===== config.mk =====
export PLATFORM = sky130hd
export DESIGN_NAME = binary_frame_deframer_top_flat
export DESIGN_NICKNAME = d
export VERILOG_FILES = /design/src/hw/rtl/bfd_pkg.sv /design/src/hw/rtl/bfd_if.sv /design/src/hw/rtl/bfd_front.sv /design/src/hw/rtl/bfd_queue.sv /design/src/hw/rtl/bfd_back.sv /design/src/hw/rtl/binary_frame_deframer_top.sv /design/src/flat_wrapper.sv
export SDC_FILE = /design/constraint.sdc
export NUM_CORES = 1
export LEC_CHECK = 0
export BUFFER_PORTS_ARGS = -buffer_cell sky130_fd_sc_hd__buf_2
export CAP_MARGIN = 30
export CORE_MARGIN = 2
export CORE_UTILIZATION = 55
export CTS_BUF_LIST = sky130_fd_sc_hd__clkbuf_8
export DETAILED_ROUTE_END_ITERATION = 12
export GPL_ROUTABILITY_DRIVEN = 0
export PLACE_DENSITY_LB_ADDON = 0.1
export SKIP_CTS_REPAIR_TIMING = 1
export SLEW_MARGIN = 5
export SYNTH_ARGS = -nofsm -noshare
export SYNTH_HDL_FRONTEND = slang
export SYNTH_HIERARCHICAL = 1
export SYNTH_SLANG_ARGS = --single-unit

===== constraint.sdc =====
create_clock -name clk -period 10.15 [get_ports clk]
set_input_delay 1.5225 -clock clk [delete_from_list [all_inputs] [get_ports clk]]
set_output_delay 1.5225 -clock clk [all_outputs]
set_load 0.02 [all_outputs]

===== src/hw/rtl/bfd_pkg.sv =====
// ----------------------------------------------------------------------------
// bfd_pkg
// Shared types and constants for the binary frame deframer.
// ----------------------------------------------------------------------------
package bfd_pkg;

  localparam int BFD_QUEUE_DEPTH = 2;

  typedef logic [7:0]  byte_t;
  typedef logic [15:0] word_t;
  typedef logic [1:0]  cfg_idx_t;

  localparam cfg_idx_t CFG_SYNC_FIRST  = 2'd0;
  localparam cfg_idx_t CFG_SYNC_SECOND = 2'd1;
  localparam cfg_idx_t CFG_MAX_LENGTH  = 2'd2;

  localparam byte_t RST_SYNC_FIRST  = 8'd181;
  localparam byte_t RST_SYNC_SECOND = 8'd98;
  localparam word_t RST_MAX_LENGTH  = 16'd512;

  typedef enum logic [2:0] {
    ST_BUSY   = 3'd0,
    ST_REJECT = 3'd1,
    ST_GOOD   = 3'd2,
    ST_CKERR  = 3'd3,
    ST_LENERR = 3'd4
  } frame_status_t;

  // classified byte handed from the front part to the parser
  typedef struct packed {
    byte_t data;
    logic  is_sync1;
    logic  is_sync2;
  } item_t;

endpackage


===== src/hw/rtl/bfd_if.sv =====
// ----------------------------------------------------------------------------
// bfd_if
// Valid/ready channels of the deframer: received bytes in, results out.
// ----------------------------------------------------------------------------
interface bfd_in_if;
  logic           valid;
  logic           ready;
  bfd_pkg::byte_t rx_byte;

  modport source (output valid, output rx_byte, input ready);
  modport sink   (input valid, input rx_byte, output ready);
endinterface

interface bfd_out_if;
  logic                   valid;
  logic                   ready;
  logic                   payload_valid;
  bfd_pkg::byte_t         payload_byte;
  bfd_pkg::word_t         payload_index;
  bfd_pkg::byte_t         frame_class;
  bfd_pkg::byte_t         frame_id;
  bfd_pkg::word_t         frame_length;
  bfd_pkg::frame_status_t frame_status;

  modport source (
    output valid, output payload_valid, output payload_byte, output payload_index,
    output frame_class, output frame_id, output frame_length, output frame_status,
    input ready
  );
  modport sink (
    input valid, input payload_valid, input payload_byte, input payload_index,
    input frame_class, input frame_id, input frame_length, input frame_status,
    output ready
  );
endinterface


===== src/hw/rtl/bfd_front.sv =====
// ----------------------------------------------------------------------------
// bfd_front
// Input stage: registers each received byte and tags it against the sync
// byte values before it enters the queue.
// ----------------------------------------------------------------------------
module bfd_front (
  input  logic           clk,
  input  logic           rst_n,
  bfd_in_if.sink         in_chan,
  input  bfd_pkg::byte_t sync_first,
  input  bfd_pkg::byte_t sync_second,
  output logic           push_valid,
  input  logic           push_ready,
  output bfd_pkg::item_t push_item
);
  import bfd_pkg::*;

  logic  valid_r;
  logic  valid_nxt;
  item_t item_r;
  logic  take;

  assign in_chan.ready = !valid_r || push_ready;
  assign take          = in_chan.valid && in_chan.ready;

  always_comb begin
    valid_nxt = valid_r;
    if (take) begin
      valid_nxt = 1'b1;
    end else if (push_ready) begin
      valid_nxt = 1'b0;
    end
  end

  always_ff @(posedge clk) begin
    if (!rst_n) begin
      valid_r <= 1'b0;
    end else begin
      valid_r <= valid_nxt;
    end
  end

  always_ff @(posedge clk) begin
    if (take) begin
      item_r.data     <= in_chan.rx_byte;
      item_r.is_sync1 <= (in_chan.rx_byte == sync_first);
      item_r.is_sync2 <= (in_chan.rx_byte == sync_second);
    end
  end

  assign push_valid = valid_r;
  assign push_item  = item_r;

endmodule


===== src/hw/rtl/bfd_queue.sv =====
// ----------------------------------------------------------------------------
// bfd_queue
// Short register queue between the input stage and the parser.
// ----------------------------------------------------------------------------
module bfd_queue #(
  parameter int DEPTH = bfd_pkg::BFD_QUEUE_DEPTH
) (
  input  logic           clk,
  input  logic           rst_n,
  input  logic           push_valid,
  output logic           push_ready,
  input  bfd_pkg::item_t push_item,
  output logic           pop_valid,
  input  logic           pop_ready,
  output bfd_pkg::item_t pop_item
);
  import bfd_pkg::*;

  localparam int PW = $clog2(DEPTH);
  localparam int CW = $clog2(DEPTH + 1);

  item_t         mem_r [DEPTH];
  logic [PW-1:0] wr_ptr_r, wr_ptr_nxt;
  logic [PW-1:0] rd_ptr_r, rd_ptr_nxt;
  logic [CW-1:0] count_r, count_nxt;
  logic          push, pop;

  assign push_ready = (count_r != CW'(DEPTH));
  assign pop_valid  = (count_r != '0);
  assign push       = push_valid && push_ready;
  assign pop        = pop_valid && pop_ready;
  assign pop_item   = mem_r[rd_ptr_r];

  always_comb begin
    wr_ptr_nxt = wr_ptr_r;
    rd_ptr_nxt = rd_ptr_r;
    count_nxt  = count_r;
    if (push) begin
      wr_ptr_nxt = (wr_ptr_r == PW'(DEPTH - 1)) ? '0 : wr_ptr_r + 1'b1;
    end
    if (pop) begin
      rd_ptr_nxt = (rd_ptr_r == PW'(DEPTH - 1)) ? '0 : rd_ptr_r + 1'b1;
    end
    if (push && !pop) begin
      count_nxt = count_r + 1'b1;
    end else if (pop && !push) begin
      count_nxt = count_r - 1'b1;
    end
  end

  always_ff @(posedge clk) begin
    if (!rst_n) begin
      wr_ptr_r <= '0;
      rd_ptr_r <= '0;
      count_r  <= '0;
    end else begin
      wr_ptr_r <= wr_ptr_nxt;
      rd_ptr_r <= rd_ptr_nxt;
      count_r  <= count_nxt;
    end
  end

  always_ff @(posedge clk) begin
    if (push) begin
      mem_r[wr_ptr_r] <= push_item;
    end
  end

endmodule


===== src/hw/rtl/bfd_back.sv =====
// ----------------------------------------------------------------------------
// bfd_back
// Frame parser: sync, header, payload and Fletcher-8 check, one byte per
// cycle while the result side does not stall, with a registered result stage.
// ----------------------------------------------------------------------------
module bfd_back (
  input  logic           clk,
  input  logic           rst_n,
  input  logic           pop_valid,
  output logic           pop_ready,
  input  bfd_pkg::item_t pop_item,
  input  bfd_pkg::word_t max_length,
  bfd_out_if.source      out_chan
);
  import bfd_pkg::*;

  typedef enum logic [5:0] {
    PH_IDLE  = 6'b000001,
    PH_SYNC2 = 6'b000010,
    PH_HEAD  = 6'b000100,
    PH_DATA  = 6'b001000,
    PH_CKA   = 6'b010000,
    PH_CKB   = 6'b100000
  } phase_t;

  phase_t  phase_r, phase_nxt;
  byte_t   sum_a_r, sum_a_nxt;
  byte_t   sum_b_r, sum_b_nxt;
  word_t   count_r, count_nxt;
  byte_t   class_r, class_nxt;
  byte_t   id_r, id_nxt;
  word_t   length_r, length_nxt;
  logic    bad_r, bad_nxt;

  logic          out_valid_r;
  logic          res_pv;
  byte_t         res_pb;
  word_t         res_pi;
  frame_status_t res_status;
  logic          step;
  byte_t         b;
  byte_t         add_a;
  byte_t         add_b;
  word_t         count_inc;
  word_t         head_length;

  assign pop_ready = !out_valid_r || out_chan.ready;
  assign step      = pop_valid && pop_ready;
  assign b         = pop_item.data;

  assign add_a       = sum_a_r + b;
  assign add_b       = sum_b_r + add_a;
  assign count_inc   = count_r + 1'b1;
  assign head_length = {b, length_r[7:0]};

  always_comb begin
    phase_nxt  = phase_r;
    sum_a_nxt  = sum_a_r;
    sum_b_nxt  = sum_b_r;
    count_nxt  = count_r;
    class_nxt  = class_r;
    id_nxt     = id_r;
    length_nxt = length_r;
    bad_nxt    = bad_r;
    res_pv     = 1'b0;
    res_pb     = '0;
    res_pi     = '0;
    res_status = ST_BUSY;
    case (phase_r)
      PH_SYNC2: begin
        if (pop_item.is_sync2) begin
          sum_a_nxt  = '0;
          sum_b_nxt  = '0;
          count_nxt  = '0;
          class_nxt  = '0;
          id_nxt     = '0;
          length_nxt = '0;
          bad_nxt    = 1'b0;
          phase_nxt  = PH_HEAD;
        end else begin
          phase_nxt = PH_IDLE;
        end
      end
      PH_HEAD: begin
        sum_a_nxt = add_a;
        sum_b_nxt = add_b;
        case (count_r[1:0])
          2'd0: begin
            class_nxt = b;
            count_nxt = 16'd1;
          end
          2'd1: begin
            id_nxt    = b;
            count_nxt = 16'd2;
          end
          2'd2: begin
            length_nxt = {8'd0, b};
            count_nxt  = 16'd3;
          end
          default: begin
            length_nxt = head_length;
            count_nxt  = '0;
            if (head_length > max_length) begin
              res_status = ST_LENERR;
              phase_nxt  = PH_IDLE;
            end else if (head_length == '0) begin
              phase_nxt = PH_CKA;
            end else begin
              phase_nxt = PH_DATA;
            end
          end
        endcase
      end
      PH_DATA: begin
        sum_a_nxt = add_a;
        sum_b_nxt = add_b;
        res_pv    = 1'b1;
        res_pb    = b;
        res_pi    = count_r;
        count_nxt = count_inc;
        if (count_inc >= length_r) begin
          phase_nxt = PH_CKA;
        end
      end
      PH_CKA: begin
        bad_nxt   = (b != sum_a_r);
        phase_nxt = PH_CKB;
      end
      PH_CKB: begin
        res_status = (bad_r || (b != sum_b_r)) ? ST_CKERR : ST_GOOD;
        phase_nxt  = PH_IDLE;
      end
      default: begin
        if (pop_item.is_sync1) begin
          phase_nxt = PH_SYNC2;
        end else begin
          phase_nxt  = PH_IDLE;
          res_status = ST_REJECT;
        end
      end
    endcase
  end

  always_ff @(posedge clk) begin
    if (!rst_n) begin
      phase_r     <= PH_IDLE;
      sum_a_r     <= '0;
      sum_b_r     <= '0;
      count_r     <= '0;
      class_r     <= '0;
      id_r        <= '0;
      length_r    <= '0;
      bad_r       <= 1'b0;
      out_valid_r <= 1'b0;
    end else begin
      if (step) begin
        phase_r  <= phase_nxt;
        sum_a_r  <= sum_a_nxt;
        sum_b_r  <= sum_b_nxt;
        count_r  <= count_nxt;
        class_r  <= class_nxt;
        id_r     <= id_nxt;
        length_r <= length_nxt;
        bad_r    <= bad_nxt;
      end
      if (step) begin
        out_valid_r <= 1'b1;
      end else if (out_chan.ready) begin
        out_valid_r <= 1'b0;
      end
    end
  end

  // result register
  always_ff @(posedge clk) begin
    if (step) begin
      out_chan.payload_valid <= res_pv;
      out_chan.payload_byte  <= res_pb;
      out_chan.payload_index <= res_pi;
      out_chan.frame_class   <= class_nxt;
      out_chan.frame_id      <= id_nxt;
      out_chan.frame_length  <= length_nxt;
      out_chan.frame_status  <= res_status;
    end
  end

  assign out_chan.valid = out_valid_r;

endmodule


===== src/hw/rtl/binary_frame_deframer_top.sv =====
// ----------------------------------------------------------------------------
// binary_frame_deframer_top
// Byte-serial frame deframer with Fletcher-8 checksum check.
// ----------------------------------------------------------------------------
// One received byte is taken per transaction and every byte gives exactly one
// result transaction: payload bytes with their index, header fields as held,
// and a status (in progress, rejected while idle, frame good, checksum error,
// length error). The block sustains one byte per clock cycle while the result
// side does not stall; the figure is set by the parser, which steps its frame
// state and both 8-bit running sums once per cycle. A byte is registered in
// turn by the input stage when it is accepted, then by the queue, and then the
// parser steps on it and loads the result register. The queue lets the input
// keep taking bytes while a result waits. Configuration is written through
// cfg_we, cfg_index and cfg_wdata; the user must write it only while no frame
// data is in flight, and the block itself does not enforce this.
// ----------------------------------------------------------------------------
module binary_frame_deframer_top #(
  parameter int QUEUE_DEPTH = bfd_pkg::BFD_QUEUE_DEPTH
) (
  input  logic              clk,
  input  logic              rst_n,
  bfd_in_if.sink            in_chan,
  bfd_out_if.source         out_chan,
  input  logic              cfg_we,
  input  bfd_pkg::cfg_idx_t cfg_index,
  input  bfd_pkg::word_t    cfg_wdata
);
  import bfd_pkg::*;

  byte_t sync_first_r;
  byte_t sync_second_r;
  word_t max_length_r;

  logic  push_valid, push_ready;
  item_t push_item;
  logic  pop_valid, pop_ready;
  item_t pop_item;

  always_ff @(posedge clk) begin
    if (!rst_n) begin
      sync_first_r  <= RST_SYNC_FIRST;
      sync_second_r <= RST_SYNC_SECOND;
      max_length_r  <= RST_MAX_LENGTH;
    end else if (cfg_we) begin
      case (cfg_index)
        CFG_SYNC_FIRST:  sync_first_r  <= cfg_wdata[7:0];
        CFG_SYNC_SECOND: sync_second_r <= cfg_wdata[7:0];
        CFG_MAX_LENGTH:  max_length_r  <= cfg_wdata;
        default: ;
      endcase
    end
  end

  bfd_front u_front (
    .clk         (clk),
    .rst_n       (rst_n),
    .in_chan     (in_chan),
    .sync_first  (sync_first_r),
    .sync_second (sync_second_r),
    .push_valid  (push_valid),
    .push_ready  (push_ready),
    .push_item   (push_item)
  );

  bfd_queue #(
    .DEPTH (QUEUE_DEPTH)
  ) u_queue (
    .clk        (clk),
    .rst_n      (rst_n),
    .push_valid (push_valid),
    .push_ready (push_ready),
    .push_item  (push_item),
    .pop_valid  (pop_valid),
    .pop_ready  (pop_ready),
    .pop_item   (pop_item)
  );

  bfd_back u_back (
    .clk        (clk),
    .rst_n      (rst_n),
    .pop_valid  (pop_valid),
    .pop_ready  (pop_ready),
    .pop_item   (pop_item),
    .max_length (max_length_r),
    .out_chan   (out_chan)
  );

endmodule


===== src/flat_wrapper.sv =====
// flat-port wrapper written by rule: the top's interface ports become plain ports
module binary_frame_deframer_top_flat import bfd_pkg::*;
#(
  parameter int QUEUE_DEPTH = bfd_pkg::BFD_QUEUE_DEPTH
)
  (clk, rst_n, cfg_we, cfg_index, cfg_wdata, in_chan_valid, in_chan_rx_byte, in_chan_ready, out_chan_valid, out_chan_payload_valid, out_chan_payload_byte, out_chan_payload_index, out_chan_frame_class, out_chan_frame_id, out_chan_frame_length, out_chan_frame_status, out_chan_ready);
  bfd_in_if in_chan_i ();
  bfd_out_if out_chan_i ();
  input  logic clk;
  input  logic rst_n;
  input  logic cfg_we;
  input  bfd_pkg::cfg_idx_t cfg_index;
  input  bfd_pkg::word_t cfg_wdata;
  input wire logic [$bits(in_chan_i.valid)-1:0] in_chan_valid;
  input wire logic [$bits(in_chan_i.rx_byte)-1:0] in_chan_rx_byte;
  output wire logic [$bits(in_chan_i.ready)-1:0] in_chan_ready;
  output wire logic [$bits(out_chan_i.valid)-1:0] out_chan_valid;
  output wire logic [$bits(out_chan_i.payload_valid)-1:0] out_chan_payload_valid;
  output wire logic [$bits(out_chan_i.payload_byte)-1:0] out_chan_payload_byte;
  output wire logic [$bits(out_chan_i.payload_index)-1:0] out_chan_payload_index;
  output wire logic [$bits(out_chan_i.frame_class)-1:0] out_chan_frame_class;
  output wire logic [$bits(out_chan_i.frame_id)-1:0] out_chan_frame_id;
  output wire logic [$bits(out_chan_i.frame_length)-1:0] out_chan_frame_length;
  output wire logic [$bits(out_chan_i.frame_status)-1:0] out_chan_frame_status;
  input wire logic [$bits(out_chan_i.ready)-1:0] out_chan_ready;
  assign in_chan_i.valid = in_chan_valid;
  assign in_chan_i.rx_byte = in_chan_rx_byte;
  assign in_chan_ready = in_chan_i.ready;
  assign out_chan_valid = out_chan_i.valid;
  assign out_chan_payload_valid = out_chan_i.payload_valid;
  assign out_chan_payload_byte = out_chan_i.payload_byte;
  assign out_chan_payload_index = out_chan_i.payload_index;
  assign out_chan_frame_class = out_chan_i.frame_class;
  assign out_chan_frame_id = out_chan_i.frame_id;
  assign out_chan_frame_length = out_chan_i.frame_length;
  assign out_chan_frame_status = out_chan_i.frame_status;
  assign out_chan_i.ready = out_chan_ready;
  binary_frame_deframer_top #(.QUEUE_DEPTH(QUEUE_DEPTH)) u_core (.clk(clk), .rst_n(rst_n), .in_chan(in_chan_i), .out_chan(out_chan_i), .cfg_we(cfg_we), .cfg_index(cfg_index), .cfg_wdata(cfg_wdata));
endmodule

==> impl_metrics.ini <==
[floorplan]
ios = 93
die_x_um = 137
rows = 48
start_util_pct = 56.3
die_h_um = 137
fp.dieArea_um2 = 18800
core_area_um2 = 17400

[finish]
layout-drive-gt1-share_pct = 15.4
layout_common_cells = 110 x dfxtp_1, 94 x nor2_1, 92 x buf_2
regArea_um2 = 4900
syn_to_final_growth_pct = 9.48
fin_util_pct = 61.6
final_common_cell = dfxtp_1
post_layout_nonfiller_instances = 1240
nNetsFinal = 1086
nFillCells = 1442
multi_input_area_um2 = 4390
antennaDiodeCount = 0

[timing]
period_needed_ns = 3.99
drv_slew = 0
clock_skew_ns = 0.0104
rsz0062_at_grt = false
setup_viol = 0
max_freq_mhz = 251
slew_headroom_pct = 38.3
worst_pin_slew_ns = 0.925
setup_slack_ns = 6.16
fin_setup_tns_ns = 0
finalHoldViolCount = 0
period_share_pct = 39.3

[global_routing]
grt_use_met3_pct = 3.35
grt.busiest_layer = met2
grt_use_met1_pct = 32.1
grt.total_usage_pct = 22.8
grt_pass1_vias = 6459
grt_util_met2_pct = 36.4
grt_overflow_total = 0
grt_max_degree = 58
grt_pass1_wl_um = 33200
antenna_found_initial = 0

[yosys]
async_flop_share_pct = 0
synth.avg_cell_area_um2 = 10.5
ys_seq_elements = 200
synth-main-ff-cell = dfxtp_1
synth_fp_nets = 1018
syn_inst = 934
synth_top_area_share_pct = 27.7
post-synth-top-area-cell = edfxtp_1
syn_area_um2 = 9770
synth_area_leaders = edfxtp_1 28%, dfxtp_1 23%, ha_1 6.5%
synth_edf_count = 90
ys_warn_count = 6
seq_area_frac_synth_pct = 50.2
synth_cell_types = 71

[power]
p_sw_mw = 0.707
p_int_mw = 1.37
comb_power_share_pct = 26.6
power_density_nw_per_um2 = 194
pwr-share-seq_pct = 49.6
irDropWorstVdd_mv = 0.114
swShare_pct = 34.1
p_leak_nw = 4.17
total_power_mw = 2.07
p_clk_share_pct = 23.8

[worst_setup_path]
crit_required_ns = 10.47
crit_arrival_ns = 4.31
rr_worst_depth = 16
crit_type = reg -> reg
worst_setup_path_start_kind = flip-flop
reg2reg_to = u_core/u_back/sum_b_r[7]
cp_max_fo = 13
r2r_slack_ns = 6.16
cp-end-kind = flip-flop

[clock_network]
clockBufferDepth = 2
cts_root_buf = clkbuf_8
clkSinkCount = 200
cts_buffers = 17
clk_latency_ns = 0.46
clkTransAtPathRegs_ns = 0.10
cts_tree = yes
htree_levels = 4

[detailed_routing]
drc = 0
drt_iter0_markers = 555
ant_nets = 0
vias = 7082
wire_per_inst_um = 16.9
routed_wl_um = 21000
drtPass1Iterations = 5
vias_per_cell = 5.71

[outcome]
outcome = complete, no violations

[place]
place_ws_ns = 6.10
portBuffers = 92
dp_cells = 1208
dp_hpwl_um = 14500

[min_path]
min_from = u_core/u_front/push_item[6]
min_path_cells = 0
hold_end = u_core/u_queue/mem_r[1][6]
hold_path.class = reg -> reg

[run]
max-cap-violations = 0
## synth_stat cells, types with 4 or more instances
library cell and number:
a211oi_1 4, a21o_1 6, a21oi_1 41, a22o_1 28, a22oi_1 45, and2_1 29, and3_1 10, buf_2 9
buf_6 4, clkbuf_1 33, dfxtp_1 110, edfxtp_1 90, ha_1 51, inv_1 56, mux2_2 10, mux2i_1 25
nand2_1 62, nand3_1 21, nand3b_1 7, nand4_1 11, nand4bb_1 4, nor2_1 94, nor2b_1 9, nor3_1 10
nor4_1 7, o211ai_1 10, o21ai_0 25, or3_1 4, xnor2_1 39, xor2_1 13
## how the worst max path moves through the flow
| stage | end | slack (ns) | from | depth (start not counted) |
|---|---|---|---|---|
| after floorplan | u_core/u_back/phase_r[3] | 5.19 | out_chan_ready | 7 |
| after global routing | u_core/u_back/phase_r[2] | 5.83 | u_core/u_back/count_r[1] | 13 |
| final | u_core/u_back/sum_b_r[7] | 6.16 | flip-flop | 16 |
| after CTS | u_core/u_back/sum_b_r[7] | 6.19 | flip-flop | 16 |
| after detailed placement | u_core/u_back/phase_r[2] | 6.10 | out_chan_ready | 8 |
| after global placement | u_core/u_back/phase_r[5] | 6.14 | out_chan_ready | 8 |
## power by group through the flow
stage / logic (mW) / clock network [mW] / registers, mW
2_1_floorplan: 0.281 / 0 / 1.15
6_report: 0.551 / 0.493 / 1.03
3_5_place_dp: 0.551 / 0 / 1.05
5_1_grt: 0.602 / 0.538 / 1.04
4_1_cts: 0.552 / 0.509 / 1.03
3_3_place_gp: 0.545 / 0 / 1.05
## metrics by stage
stage               area, µm²  hold slack (ns)
floorplan                9770            0.421
global placement        10300            0.424
detailed placement      10300            0.437
CTS                     10700            0.460
global route            10700            0.471
finish                  10700            0.458
## cells by family after synthesis
group | after synthesis | synth area share (%)
adder cells (fa/ha/maj) | 53 | 6.94
AND/OR/NAND/NOR | 297 | 15.7
XOR/XNOR | 53 | 4.89
AO/OA/AOI/OAI | 190 | 13.6
buffers and inverters | 106 | 4.91
multiplexers | 35 | 3.71
flip-flops | 200 | 50.2
## critical path: stages, from the launching register on
cell and delay, ns:
dfxtp_1 0.59, mux2_2 0.45, ha_1 0.24, inv_1 0.06, fa_1 0.39, nor2b_1 0.12
o21ai_0 0.10, a21boi_0 0.27, nor2_1 0.11, ha_1 0.35, nand3_1 0.10, o211ai_1 0.11
o41ai_1 0.40, xnor3_1 0.30, nand2_1 0.08, o22a_1 0.13, a21oi_1 0.05
## state kept, by name, summed over array words and instances, names as in the netlist, 3 cells and up, named ones only
register and flops:
u_core/max_length_r 16, u_core/sync_first_r 8, u_core/sync_second_r 8, u_core/u_back/class_r 8, u_core/u_back/count_r 16, u_core/u_back/id_r 8, u_core/u_back/length_r 16, u_core/u_back/out_chan.frame_class 8
u_core/u_back/out_chan.frame_id 8, u_core/u_back/out_chan.frame_length 16, u_core/u_back/out_chan.frame_status 3, u_core/u_back/out_chan.payload_byte 8, u_core/u_back/out_chan.payload_index 16, u_core/u_back/phase_r 6, u_core/u_back/sum_a_r 8, u_core/u_back/sum_b_r 8
u_core/u_front/push_item 10, u_core/u_queue/mem_r 20
## routing by layer
layer  routed length [µm]  share of wire (%)
met1                 9780                 47
met2                 9750                 46
met3                 1080                5.2
met4                  355                1.7
met5                    0                  0
## final cells by class
type	instances	area share [%]
clock inverters	12	1.12
clock buffers	20	2.57
multi-input cells	628	41.0
well taps	225	2.63
flip-flops and latches	200	45.9
repair buffers	97	4.66
inverters	58	2.15
Note: power is estimated with default switching activity, not from simulation.
